$ cat src/hw/rtl/csv_tfp_pkg.sv
// Shared types and constants of the CSV typed field parser.
`default_nettype none
package csv_tfp_pkg;

  // Widths fixed by the configuration registers and the result fields.
  localparam int CfgIdxW = 1;
  localparam int CfgDataW = 32;
  localparam int ColCountW = 5;

  // Configuration register indexes.
  localparam logic [CfgIdxW-1:0] CfgColumnCount = 1'd0;
  localparam logic [CfgIdxW-1:0] CfgColumnTypes = 1'd1;

  // Result kinds.
  localparam logic [2:0] KindInt     = 3'd0;
  localparam logic [2:0] KindDecimal = 3'd1;
  localparam logic [2:0] KindStrByte = 3'd2;
  localparam logic [2:0] KindStrEnd  = 3'd3;
  localparam logic [2:0] KindDiscard = 3'd4;

  // Column type codes.
  localparam logic [1:0] TypeInt     = 2'd0;
  localparam logic [1:0] TypeDecimal = 2'd1;

  // Characters.
  localparam logic [7:0] CharMinus   = 8'h2D;
  localparam logic [7:0] CharDot     = 8'h2E;
  localparam logic [7:0] CharZero    = 8'h30;
  localparam logic [7:0] CharComma   = 8'h2C;
  localparam logic [7:0] CharNewline = 8'h0A;

  typedef struct packed {
    logic [2:0]  kind;
    logic [3:0]  column;
    logic [63:0] int_value;
    logic [63:0] frac_value;
    logic        negative;
    logic [7:0]  char_byte;
    logic        row_end;
    logic        last;
  } res_t;

endpackage
`default_nettype wire

$ cat src/hw/rtl/csv_tfp_core.sv
// Input register, parse state and the per-byte field logic of the CSV parser.
`default_nettype none
module csv_tfp_core #(
  parameter int MAX_COLUMNS = 16
) (
  input  wire logic                                clk_i,
  input  wire logic                                rst_ni,
  input  wire logic                                in_valid_i,
  output logic                                     in_ready_o,
  input  wire logic [7:0]                          in_byte_i,
  input  wire logic                                in_end_i,
  input  wire logic [csv_tfp_pkg::ColCountW-1:0]   column_count_i,
  input  wire logic [csv_tfp_pkg::CfgDataW-1:0]    column_types_i,
  input  wire logic                                load_ok_i,
  output logic                                     load_o,
  output csv_tfp_pkg::res_t [2:0]                  res_o,
  output logic [1:0]                               res_cnt_o
);

  localparam int MaxCnt = (MAX_COLUMNS < 31) ? MAX_COLUMNS : 31;
  localparam int ColW = (MaxCnt > 1) ? $clog2(MaxCnt) : 1;
  localparam int CW = csv_tfp_pkg::ColCountW;

  logic       in_v_q;
  logic [7:0] in_b_q;
  logic       in_end_q;
  logic       fire;

  logic            hdr_q, hdr_d;
  logic [ColW-1:0] col_q, col_d;
  logic [63:0]     whole_q, whole_d;
  logic [63:0]     frac_q, frac_d;
  logic            sign_q, sign_d;
  logic            infrac_q, infrac_d;
  logic            fstart_q, fstart_d;

  logic [CW-1:0] cnt;
  logic [CW-1:0] col_raw;
  logic [CW-1:0] col_eff;
  logic [CW:0]   col_p1;
  logic [CW-1:0] col_next;
  logic [1:0]    col_type;
  logic          delim;
  logic          is_str;
  logic          emit_byte;
  logic          emit_field;
  logic          emit_discard;
  logic          row_end;
  logic [63:0]   digit;
  logic [63:0]   acc_src;
  logic [63:0]   acc_mac;
  csv_tfp_pkg::res_t r_byte, r_field, r_disc;
  csv_tfp_pkg::res_t [2:0] slots;

  assign fire       = in_v_q & load_ok_i;
  assign in_ready_o = ~in_v_q | fire;
  assign load_o     = fire;

  always_ff @(posedge clk_i or negedge rst_ni) begin
    if (!rst_ni) begin
      in_v_q <= 1'b0;
    end else if (in_ready_o) begin
      in_v_q <= in_valid_i;
    end
  end

  always_ff @(posedge clk_i) begin
    if (in_ready_o && in_valid_i) begin
      in_b_q   <= in_byte_i;
      in_end_q <= in_end_i;
    end
  end

  always_comb begin
    if (column_count_i == '0) begin
      cnt = CW'(1);
    end else if (int'(column_count_i) > MaxCnt) begin
      cnt = CW'(MaxCnt);
    end else begin
      cnt = column_count_i;
    end
  end

  assign col_raw  = CW'(col_q);
  assign col_eff  = (col_raw >= cnt) ? '0 : col_raw;
  assign col_p1   = {1'b0, col_eff} + (CW+1)'(1);
  assign row_end  = col_p1 >= {1'b0, cnt};
  assign col_next = row_end ? '0 : col_p1[CW-1:0];
  assign col_type = col_eff[4] ? csv_tfp_pkg::TypeInt
                               : column_types_i[{col_eff[3:0], 1'b0} +: 2];

  assign delim  = (in_b_q == csv_tfp_pkg::CharComma) || (in_b_q == csv_tfp_pkg::CharNewline);
  assign is_str = col_type[1];
  assign digit  = {56'b0, in_b_q} - {56'b0, csv_tfp_pkg::CharZero};
  assign acc_src = infrac_q ? frac_q : whole_q;
  assign acc_mac = (acc_src << 3) + (acc_src << 1) + digit;

  assign emit_byte    = ~hdr_q & ~delim & is_str;
  assign emit_field   = ~hdr_q & (delim | in_end_q);
  assign emit_discard = emit_field & in_end_q & (col_next != '0);

  // Accumulator and header state for this beat.
  always_comb begin
    hdr_d    = hdr_q;
    col_d    = col_q;
    whole_d  = whole_q;
    frac_d   = frac_q;
    sign_d   = sign_q;
    infrac_d = infrac_q;
    fstart_d = fstart_q;
    if (hdr_q) begin
      if (in_b_q == csv_tfp_pkg::CharNewline) begin
        hdr_d = 1'b0;
      end
    end else if (!delim) begin
      if (is_str) begin
        // String bytes go straight to the output.
      end else if (fstart_q && in_b_q == csv_tfp_pkg::CharMinus) begin
        sign_d = 1'b1;
      end else if (col_type == csv_tfp_pkg::TypeDecimal && !infrac_q &&
                   in_b_q == csv_tfp_pkg::CharDot) begin
        infrac_d = 1'b1;
      end else if (infrac_q) begin
        frac_d = acc_mac;
      end else begin
        whole_d = acc_mac;
      end
      fstart_d = 1'b0;
    end
  end

  always_comb begin
    r_byte           = '0;
    r_byte.kind      = csv_tfp_pkg::KindStrByte;
    r_byte.column    = col_eff[3:0];
    r_byte.char_byte = in_b_q;

    r_field         = '0;
    r_field.column  = col_eff[3:0];
    r_field.row_end = row_end;
    if (col_type == csv_tfp_pkg::TypeInt) begin
      r_field.kind      = csv_tfp_pkg::KindInt;
      r_field.int_value = sign_d ? (64'd0 - whole_d) : whole_d;
    end else if (col_type == csv_tfp_pkg::TypeDecimal) begin
      r_field.kind       = csv_tfp_pkg::KindDecimal;
      r_field.int_value  = whole_d;
      r_field.frac_value = frac_d;
      r_field.negative   = sign_d;
    end else begin
      r_field.kind = csv_tfp_pkg::KindStrEnd;
    end

    r_disc        = '0;
    r_disc.kind   = csv_tfp_pkg::KindDiscard;
    r_disc.column = col_next[3:0];
  end

  // Pack the results of this beat to the front and mark the final one.
  always_comb begin
    slots[0] = emit_byte ? r_byte : r_field;
    slots[1] = emit_byte ? r_field : r_disc;
    slots[2] = r_disc;
    res_cnt_o = 2'({1'b0, emit_byte} + {1'b0, emit_field} + {1'b0, emit_discard});
    for (int i = 0; i < 3; i++) begin
      slots[i].last = (res_cnt_o == 2'(i + 1));
    end
    res_o = slots;
  end

  always_ff @(posedge clk_i or negedge rst_ni) begin
    if (!rst_ni) begin
      hdr_q    <= 1'b1;
      col_q    <= '0;
      whole_q  <= '0;
      frac_q   <= '0;
      sign_q   <= 1'b0;
      infrac_q <= 1'b0;
      fstart_q <= 1'b1;
    end else if (fire) begin
      if (in_end_q) begin
        hdr_q    <= 1'b1;
        col_q    <= '0;
        whole_q  <= '0;
        frac_q   <= '0;
        sign_q   <= 1'b0;
        infrac_q <= 1'b0;
        fstart_q <= 1'b1;
      end else if (emit_field) begin
        hdr_q    <= hdr_d;
        col_q    <= ColW'(col_next);
        whole_q  <= '0;
        frac_q   <= '0;
        sign_q   <= 1'b0;
        infrac_q <= 1'b0;
        fstart_q <= 1'b1;
      end else begin
        hdr_q    <= hdr_d;
        col_q    <= col_d;
        whole_q  <= whole_d;
        frac_q   <= frac_d;
        sign_q   <= sign_d;
        infrac_q <= infrac_d;
        fstart_q <= fstart_d;
      end
    end
  end

endmodule
`default_nettype wire

$ cat src/hw/rtl/csv_tfp_outq.sv
// Result register of the CSV parser: holds up to three results and sends one per beat.
`default_nettype none
module csv_tfp_outq (
  input  wire logic                    clk_i,
  input  wire logic                    rst_ni,
  input  wire logic                    load_i,
  input  wire csv_tfp_pkg::res_t [2:0] res_i,
  input  wire logic [1:0]              res_cnt_i,
  output logic                         load_ok_o,
  output logic                         out_valid_o,
  input  wire logic                    out_ready_i,
  output csv_tfp_pkg::res_t            out_res_o
);

  csv_tfp_pkg::res_t [2:0] slot_q;
  logic [1:0]              cnt_q;
  logic                    pop;

  assign out_valid_o = cnt_q != 2'd0;
  assign pop         = out_valid_o & out_ready_i;
  assign load_ok_o   = (cnt_q == 2'd0) || (cnt_q == 2'd1 && out_ready_i);
  assign out_res_o   = slot_q[0];

  always_ff @(posedge clk_i or negedge rst_ni) begin
    if (!rst_ni) begin
      cnt_q <= 2'd0;
    end else if (load_i) begin
      cnt_q <= res_cnt_i;
    end else if (pop) begin
      cnt_q <= cnt_q - 2'd1;
    end
  end

  always_ff @(posedge clk_i) begin
    if (load_i) begin
      slot_q <= res_i;
    end else if (pop) begin
      slot_q[0] <= slot_q[1];
      slot_q[1] <= slot_q[2];
    end
  end

endmodule
`default_nettype wire

$ cat src/hw/rtl/csv_typed_field_parser_top.sv
// Top level of the CSV typed field parser: configuration registers and stream ports.
`default_nettype none
// The parser takes one text byte per beat and reports typed fields. A byte
// goes through an input register, is parsed against the accumulators, and
// its results (none to three) land in a three-entry result register that
// sends one result per beat. Plain text, where each byte causes at most one
// result, streams at one byte per cycle while the output is ready; a byte
// that causes two or three results holds the input while the result register
// drains. The first line of every chunk is a header and is skipped, and the
// end of a chunk returns the parser to its reset state.
module csv_typed_field_parser_top #(
  parameter int MAX_COLUMNS = 16
) (
  input  wire logic                              clk_i,
  input  wire logic                              rst_ni,
  input  wire logic                              cfg_we_i,
  input  wire logic [csv_tfp_pkg::CfgIdxW-1:0]   cfg_idx_i,
  input  wire logic [csv_tfp_pkg::CfgDataW-1:0]  cfg_data_i,
  input  wire logic                              s_axis_tvalid,
  output logic                                   s_axis_tready,
  input  wire logic [7:0]                        s_axis_tdata,  // data_byte
  input  wire logic                              s_axis_tlast,  // chunk_end
  output logic                                   m_axis_tvalid,
  input  wire logic                              m_axis_tready,
  // column, int_value, frac_value, negative, char_byte, row_end, zero fill
  output logic [143:0]                           m_axis_tdata,
  output logic [2:0]                             m_axis_tuser,  // kind
  output logic                                   m_axis_tlast   // last
);

  logic [csv_tfp_pkg::ColCountW-1:0] column_count_q;
  logic [csv_tfp_pkg::CfgDataW-1:0]  column_types_q;
  logic                              load;
  logic                              load_ok;
  logic [1:0]                        res_cnt;
  csv_tfp_pkg::res_t [2:0]           res;
  csv_tfp_pkg::res_t                 out_res;

  always_ff @(posedge clk_i or negedge rst_ni) begin
    if (!rst_ni) begin
      column_count_q <= csv_tfp_pkg::ColCountW'(1);
      column_types_q <= '0;
    end else if (cfg_we_i) begin
      case (cfg_idx_i)
        csv_tfp_pkg::CfgColumnCount: begin
          column_count_q <= cfg_data_i[csv_tfp_pkg::ColCountW-1:0];
        end
        csv_tfp_pkg::CfgColumnTypes: begin
          column_types_q <= cfg_data_i;
        end
        default: begin
        end
      endcase
    end
  end

  csv_tfp_core #(
    .MAX_COLUMNS(MAX_COLUMNS)
  ) u_core (
    .clk_i          (clk_i),
    .rst_ni         (rst_ni),
    .in_valid_i     (s_axis_tvalid),
    .in_ready_o     (s_axis_tready),
    .in_byte_i      (s_axis_tdata),
    .in_end_i       (s_axis_tlast),
    .column_count_i (column_count_q),
    .column_types_i (column_types_q),
    .load_ok_i      (load_ok),
    .load_o         (load),
    .res_o          (res),
    .res_cnt_o      (res_cnt)
  );

  csv_tfp_outq u_outq (
    .clk_i       (clk_i),
    .rst_ni      (rst_ni),
    .load_i      (load),
    .res_i       (res),
    .res_cnt_i   (res_cnt),
    .load_ok_o   (load_ok),
    .out_valid_o (m_axis_tvalid),
    .out_ready_i (m_axis_tready),
    .out_res_o   (out_res)
  );

  assign m_axis_tdata = {2'b00, out_res.row_end, out_res.char_byte, out_res.negative,
                         out_res.frac_value, out_res.int_value, out_res.column};
  assign m_axis_tuser = out_res.kind;
  assign m_axis_tlast = out_res.last;

endmodule
`default_nettype wire
$ cat config.mk
export PLATFORM = sky130hd
export DESIGN_NAME = csv_typed_field_parser_top
export DESIGN_NICKNAME = d
export VERILOG_FILES = /design/src/hw/rtl/csv_tfp_pkg.sv /design/src/hw/rtl/csv_tfp_core.sv /design/src/hw/rtl/csv_tfp_outq.sv /design/src/hw/rtl/csv_typed_field_parser_top.sv
export SDC_FILE = /design/constraint.sdc
export NUM_CORES = 1
export LEC_CHECK = 0
export BUFFER_PORTS_ARGS = -buffer_cell sky130_fd_sc_hd__buf_4
export CAP_MARGIN = 15
export CORE_MARGIN = 3
export CORE_UTILIZATION = 47
export DETAILED_ROUTE_END_ITERATION = 16
export PLACE_DENSITY_LB_ADDON = 0.25
export REMOVE_ABC_BUFFERS = 1
export SLEW_MARGIN = 30
export SYNTH_ARGS = -nofsm -noshare
export SYNTH_HDL_FRONTEND = slang
export SYNTH_SLANG_ARGS = --single-unit
$ cat constraint.sdc
create_clock -name clk_i -period 7 [get_ports clk_i]
set_input_delay 1.05 -clock clk_i [delete_from_list [all_inputs] [get_ports clk_i]]
set_output_delay 1.05 -clock clk_i [all_outputs]
set_load 0.01 [all_outputs]
## Word-level counts from Yosys, hierarchy flattened

Index checks and enable logic that the tools add are counted.

| word-level totals | value |
|---|---|
| word-level logic and storage cells | 146 |
| bits of input ports | 47 |
| output and inout bits | 150 |
| flip-flop bits (word level) | 482 |

| cells by class | value |
|---|---|
| equality and inequality tests | 13 |
| $add $sub $neg | 8 |
| order comparisons | 3 |
| muxes and demuxes | 56 |
| bitwise gates (word level) | 13 |
| reductions and logical operators | 21 |
| shifts and indexed selects | 1 |

Operator list:

| cell | count |
|---|---|
| 64-bit 2-to-1 mux | 18 |
| 292-bit 2-to-1 mux | 2 |
| 146-bit 2-to-1 mux | 1 |
| 145-bit 2-to-1 mux | 1 |
| 129-bit 2-to-1 mux | 1 |
| 64-bit adder | 2 |
| 65-bit 2-to-1 mux | 1 |
| 1-bit by 64-bit subtractor with 64-bit output (first input constant) | 1 |
| 63-bit 2-to-1 mux | 1 |
| 32-bit by 6-bit indexed part select with 2-bit output | 1 |
| 8-bit by 6-bit == test with 1-bit output (second input constant) | 3 |
| 1-bit 2-to-1 mux | 20 |
| 5-bit 2-to-1 mux | 3 |
| 4-bit 2-to-1 mux | 3 |
| 2-bit 2-to-1 mux | 5 |
| 3-bit by 2-bit != test with 1-bit output (second input constant) | 3 |
| 8-bit by 6-bit subtractor with 9-bit output (second input constant) | 1 |
| 8-bit by 4-bit == test with 1-bit output (second input constant) | 1 |
| 1-bit AND | 7 |
| 5-bit by 1-bit adder with 6-bit output (second input constant) | 1 |
| 2-bit by 1-bit == test with 1-bit output (second input constant) | 3 |
| 6-bit by 5-bit greater-or-equal comparator with 1-bit output | 1 |
| 2-bit AND reduction | 3 |
| 6-bit AND reduction | 1 |
| 18 further kinds | 31 |

## Depth between registers and ports, before layout

| depth | value |
|---|---|
| depth after elaboration | 20 |
| gate-level depth with buffers | 26 |
| mapped depth without buffers | 20 |

## Cells and area by module

A second synthesis with hierarchy kept.

| second synthesis, totals | value |
|---|---|
| cell total of the unflattened synthesis | 3536 |
| area total of the unflattened synthesis | 39773.1 µm² |

By module, submodules not included:

| module | cells each | area each (µm²) | seq. area each (µm²) | times used |
|---|---|---|---|---|
| csv_tfp_core | 2527 | 19617.6 | 3701.0 | 1 |
| csv_tfp_outq | 927 | 18760.5 | 13202.7 | 1 |
| csv_typed_field_parser_top | 82 | 1395.1 | 927.1 | 1 |

## Least setup slack after synthesis

No wires, ideal clock.

| timing | value |
|---|---|
| path type | input to register |
| start | input port m_axis_tready |
| end | register u_outq.cnt_q[0] |
| data required time | 6872 ps |
| library setup time | 128 ps |
| slack | -324 ps |
| arrival | 7196 ps |
| stages | 5 |
| path buffers | 0 |
| cells stage by stage | mux2i_1 > inv_1 > nand3_1 > o31ai_1 > a21oi_1 |

| on the way | value |
|---|---|
| cells in the longest elaborated chain, start to end | 4 |
| elaborated cells between the ends (all ways) | 6 |
| classes of those cells | 1 x mux; 2 x bitwise; 3 x reduce/logical |

Ends and longest elaborated chain:

| what | line | text |
|---|---|---|
| from (decl) | csv_typed_field_parser_top.sv:24 | `input wire logic m_axis_tready,` |
| 1-bit logical AND | csv_tfp_outq.sv:21 | `assign load_ok_o = (cnt_q == 2'd0) \|\| (cnt_q == 2'd1 && out_ready_i);` |
| 1-bit logical OR | csv_tfp_outq.sv:21 |  |
| 1-bit AND | csv_tfp_core.sv:55 | `assign fire = in_v_q & load_ok_i;` |
| 2-bit 2-to-1 mux or 2-bit nonzero test (tied branches) | - |  |
| to (signal assigned) | csv_tfp_outq.sv:28 | `cnt_q <= res_cnt_i;` |
| to (signal assigned) | csv_tfp_outq.sv:30 | `cnt_q <= cnt_q - 2'd1;` |
| to (decl) | csv_tfp_outq.sv:16 | `logic [1:0] cnt_q;` |

Parallel ways exist; a longest one is shown, timed or not.
A chain may end at the register's enable or synchronous reset.

## Final worst setup path

| timing | value |
|---|---|
| start | register u_core.in_b_q[4] |
| end | register u_outq.slot_q (netlist bit u_outq.out_res_o[138]), data pin |

| on the way | value |
|---|---|
| cells in the longest elaborated chain, start to end | 13 |
| elaborated cells between the ends (all ways) | 28 |
| classes of those cells | 3 x add/sub; 4 x eq/ne; 15 x mux; 3 x bitwise; 3 x reduce/logical |

Ends and longest elaborated chain:

| what | line | text |
|---|---|---|
| from (decl) | csv_tfp_core.sv:25 | `logic [7:0] in_b_q;` |
| from (signal assigned) | csv_tfp_core.sv:69 | `in_b_q <= in_byte_i;` |
| 8-bit by 6-bit subtractor with 9-bit output | csv_tfp_core.sv:94 | `assign digit = {56'b0, in_b_q} - {56'b0, csv_tfp_pkg::CharZero};` |
| 64-bit adder | csv_tfp_core.sv:96 | `assign acc_mac = (acc_src << 3) + (acc_src << 1) + digit;` |
| 64-bit 2-to-1 mux | csv_tfp_core.sv:123 | `end else if (infrac_q) begin` |
| 64-bit 2-to-1 mux | csv_tfp_core.sv:120 | `end else if (col_type == csv_tfp_pkg::TypeDecimal && !infrac_q &&` |
| 64-bit 2-to-1 mux | csv_tfp_core.sv:118 | `end else if (fstart_q && in_b_q == csv_tfp_pkg::CharMinus) begin` |
| 64-bit 2-to-1 mux | csv_tfp_core.sv:116 | `if (is_str) begin` |
| 64-bit 2-to-1 mux | csv_tfp_core.sv:115 | `end else if (!delim) begin` |
| 64-bit 2-to-1 mux | csv_tfp_core.sv:111 | `if (hdr_q) begin` |
| 1-bit by 64-bit subtractor with 64-bit output | csv_tfp_core.sv:143 | `r_field.int_value = sign_d ? (64'd0 - whole_d) : whole_d;` |
| 64-bit 2-to-1 mux | csv_tfp_core.sv:143 |  |
| 64-bit 2-to-1 mux | csv_tfp_core.sv:141 | `if (col_type == csv_tfp_pkg::TypeInt) begin` |
| 145-bit 2-to-1 mux (*) | csv_tfp_core.sv:160 | `slots[0] = emit_byte ? r_byte : r_field;` |
| 292-bit 2-to-1 mux (*) | csv_tfp_outq.sv:35 | `if (load_i) begin` |
| to (signal assigned) | csv_tfp_outq.sv:36 | `slot_q <= res_i;` |
| to (decl) | csv_tfp_outq.sv:15 | `csv_tfp_pkg::res_t [2:0] slot_q;` |

Mark *: on every way between the ends. The rest lies on a longest branch, timed or not.

==> summary.md <==
| Metric | Value |
|---|---|
| Fillcell total | ~5200 |
| Core Rows | 89 |
| Relative slew slack | 34.9% |
| Worst setup SP type | flop |
| Synth Warn # | 0 |
| Syn Inst Count | roughly 2700 |
| Post-synth cell types | roughly 100 |
| Initial Util | ~48% |
| Max-cap violations | 0 |
| Share of layout cells above drive strength 1 | 16.7% |
| Clk_skew | between 0.02 and 0.03 ns |
| Via Count | between 20000 and 25000 |
| GRT Total Usage | between 20 and 30% |
| CTS Hold Bufs | 0 |
| Ys flop type | edfxtp_1 |
| CTS tree | done |
| Metal3 WL | ~4700 microns |
| Vias in the first global route | roughly 22000 |
| Final wirelength | between 80000 and 90000 microns |
| DRC errors left | 0 |
| Arrival time worst endpoint | between 6 and 7 ns |
| Highest net fanout along the worst path | 31 |
| Reg2Reg Depth | 19 |
| Average size of a mapped cell | 10.5 sq um |
| Power, Total | around 14 mW |
| Worst-margin pin slew | just under 1 ns |
| Root buf cell | clkbuf_16 |
| Met2 routed WL | approximately 38000 microns |
| Routed len/inst | ~22 microns |
| Die area | between 60000 and 70000 sq um |
| Fin. max-slew vios | 0 |
| Longest Clk Path Bufs | 3 |
| Global-route wire length before repair | ~130000 microns |
| Crit Reg-Reg Startpoint | u_core.in_b_q[4] |
| Num ports | slightly below 200 |
| Dpl ws | between 0.3 and 0.4 ns |
| Final Net Count | between 3000 and 4000 |
| Final hold vios | 0 |
| Sequential area share after synthesis | 46.7% |
| Placer Congestion | around 0.95 |
| Clock Pin Slew Worst Setup and Hold Paths | 0.06 ns |
| Post-cts resize count | 0 |
| Pwr Density | 435 nW/um^2 |
| DP HPWL | 58800 microns |
| CTS sink cnt | 474 |
| RSZ-0062 raised after global routing | false |
| H-Tree Level Count | 2 |
| Worst Path Required | 7.32 ns |
| Total congestion overflow | 0 |
| Setup TNS Final | 0 ns |
| Max Clock Freq | about 150 MHz |
| Hold Crit Class | input port to async pin |
| #FFs+latches synth | ~470 |
| TritonRoute pass-1 iters | 5 |
| Worst skew pair latency | ~0.6 ns |
| Max rail drop VDD | ~0.33 mV |
| Number of enable-type register cells in the synthesized netlist | slightly below 300 |
| Total CTS buffers | 51 |
| CP Capture Type | flop |
| Wl on met1 | roughly 35000 microns |
| R2R setup slack | 0.39 ns |
| Reg2reg end | u_outq.out_res_o[138] |
| Status | completed |
| Post-route ant nets | 0 |
| Final Cycle Share | around 94% |
| Min Clock Period, post-route | around 6.6 ns |
| WHS | between 0.3 and 0.4 ns |
| # port buffers | around 190 |
| Dpl cell area | about 30000 sq um |
| Initial antenna violation count | 0 |
| Leakage | between 10 and 15 nW |
| Chip width | about 250 microns |
| Postcts setup bufs | 0 |
| Synthesized area | around 29000 sq um |
| N_diodes | 0 |
| Die extent in y | about 250 microns |
| Area grow syn2layout | 12.3% |
| # setup viols final | 0 |
| Asr flop ratio synth | 37.1% |
| Vias per Instance | 5.79 |
| Core ar. | ~60000 sq um |
| Initial DRC Count | approximately 1600 |
| Largest net degree at the start of global routing | 154 |
| Top layer in use | met4 |
| Final WS setup | about 0.39 ns |
| Kind of critical path | flop to flop |
| Final non-filler cell area | 32200 sq um |
[cells by family (layout without fill, tap and decap cells)]
kind of cell | after synthesis | after routing | share of synthesized area (%)
fa+ha+maj | 141 | 141 | 7.79
xor+xnor | 108 | 108 | 3.30
other cells | 1 | 131 | 0.0131
mux | 193 | 193 | 7.40
flops | 474 | 474 | 46.7
buf+inv | 327 | 393 | 6.40
simple gates | 762 | 762 | 12.5
compound gates | 709 | 709 | 15.9
[layer usage]
layer,vias to the layer above,GRT usage [%]
met4,0,8.88
met3,146,3.68
li1,9961,-
met5,-,0
met2,684,41.8
met1,10500,34.2
[layout by cell type (no fill, tap or decap), types with 53 or more instances in the layout]
cell       count
nand2_1      366
edfxtp_1     298
buf_4        249
o21ai_0      248
dfrtp_1      172
a21oi_1      149
nor2_1       131
conb_1       131
mux2_2        98
mux2i_1       89
ha_1          79
a22o_1        78
fa_1          62
xnor2_1       61
clkbuf_16     53
[worst max-delay path, cell delays in order (launching register included)]
cell	delay, ns
edfxtp_1	0.46
ha_1	0.26
or3_1	0.43
inv_2	0.23
buf_12	0.26
fa_1	0.46
ha_1	0.39
a21oi_1	0.29
o21ai_0	0.31
a211o_1	0.38
a21o_1	0.23
o211a_1	0.28
nor2_1	0.24
xnor2_1	0.24
nor4b_1	0.56
o22ai_1	0.30
nor3b_2	0.51
a31oi_1	0.18
xnor2_1	0.19
o21ai_0	0.10
[report_power, final]
part	switching, mW	internal [mW]	total [mW]
combinational	4.61	2.43	7.03
clock	1.11	1.58	2.69
sequential	0.334	3.94	4.27
[sequential cells by signal, indices dropped and copies added (netlist names), 2 cells and up]
register          count
u_outq.slot_q       143
u_core.col_d          4
u_core.whole_q       64
u_outq.cnt_q          2
u_outq.out_res_o    146
column_types_q       32
u_core.in_b_q         8
column_count_q        5
u_core.frac_q        64
[cell type report]
| class | instances | area, sq um | area share (%) |
|---|---|---|---|
| clock inverter | 24 | 229 | 0.712 |
| tap | 773 | 967 | 3.01 |
| inverter | 41 | 161 | 0.502 |
| sequential | 474 | 13400 | 41.5 |
| clock buffer | 71 | 1430 | 4.46 |
| timing repair buffer | 257 | 2010 | 6.25 |
| multi-input combinational | 2044 | 14000 | 43.5 |
[how the worst max path moves through the flow]
stage | slack [ns] | from | end
after floorplan | -2.17 | m_axis_tready | u_core.frac_q[0]
after global placement | 0.44 | u_core.in_b_q[4] | u_outq.out_res_o[138]
after detailed placement | 0.33 | u_core.in_b_q[4] | u_outq.out_res_o[136]
after CTS | 0.31 | u_core.in_b_q[4] | u_outq.out_res_o[138]
after global routing | 0.02 | u_core.in_b_q[4] | u_outq.out_res_o[138]
final | 0.39 | u_core.in_b_q[4] | u_outq.out_res_o[138]
[Yosys cell counts, drive strengths merged (29+ instances only)]
| library cell | n | share of area, % |
|---|---|---|
| a22o | 78 | 2.4 |
| xor2 | 47 | 1.4 |
| and2 | 29 | 0.63 |
| ha | 79 | 3.5 |
| edfxtp | 298 | 31 |
| nor2 | 134 | 1.8 |
| inv | 41 | 0.54 |
| mux2i | 89 | 3.1 |
| clkbuf | 111 | 1.5 |
| fa | 62 | 4.3 |
| nand2 | 368 | 4.8 |
| o31ai | 29 | 0.83 |
| nand3 | 32 | 0.56 |
| dfrtp | 173 | 15 |
| o21ai | 267 | 4.7 |
| buf | 175 | 4.4 |
| a21oi | 149 | 2.6 |
| nor3 | 40 | 0.72 |
| mux2 | 100 | 4.0 |
| xnor2 | 61 | 1.9 |
[per-stage QoR]
stage	utilization, %	instances
global placement	51.0	3588
floorplan	-	2559
detailed placement	51.0	3588
CTS	53.8	3683
finish	53.9	3684
global route	53.9	3684
Power figures use the tool's default switching activity.
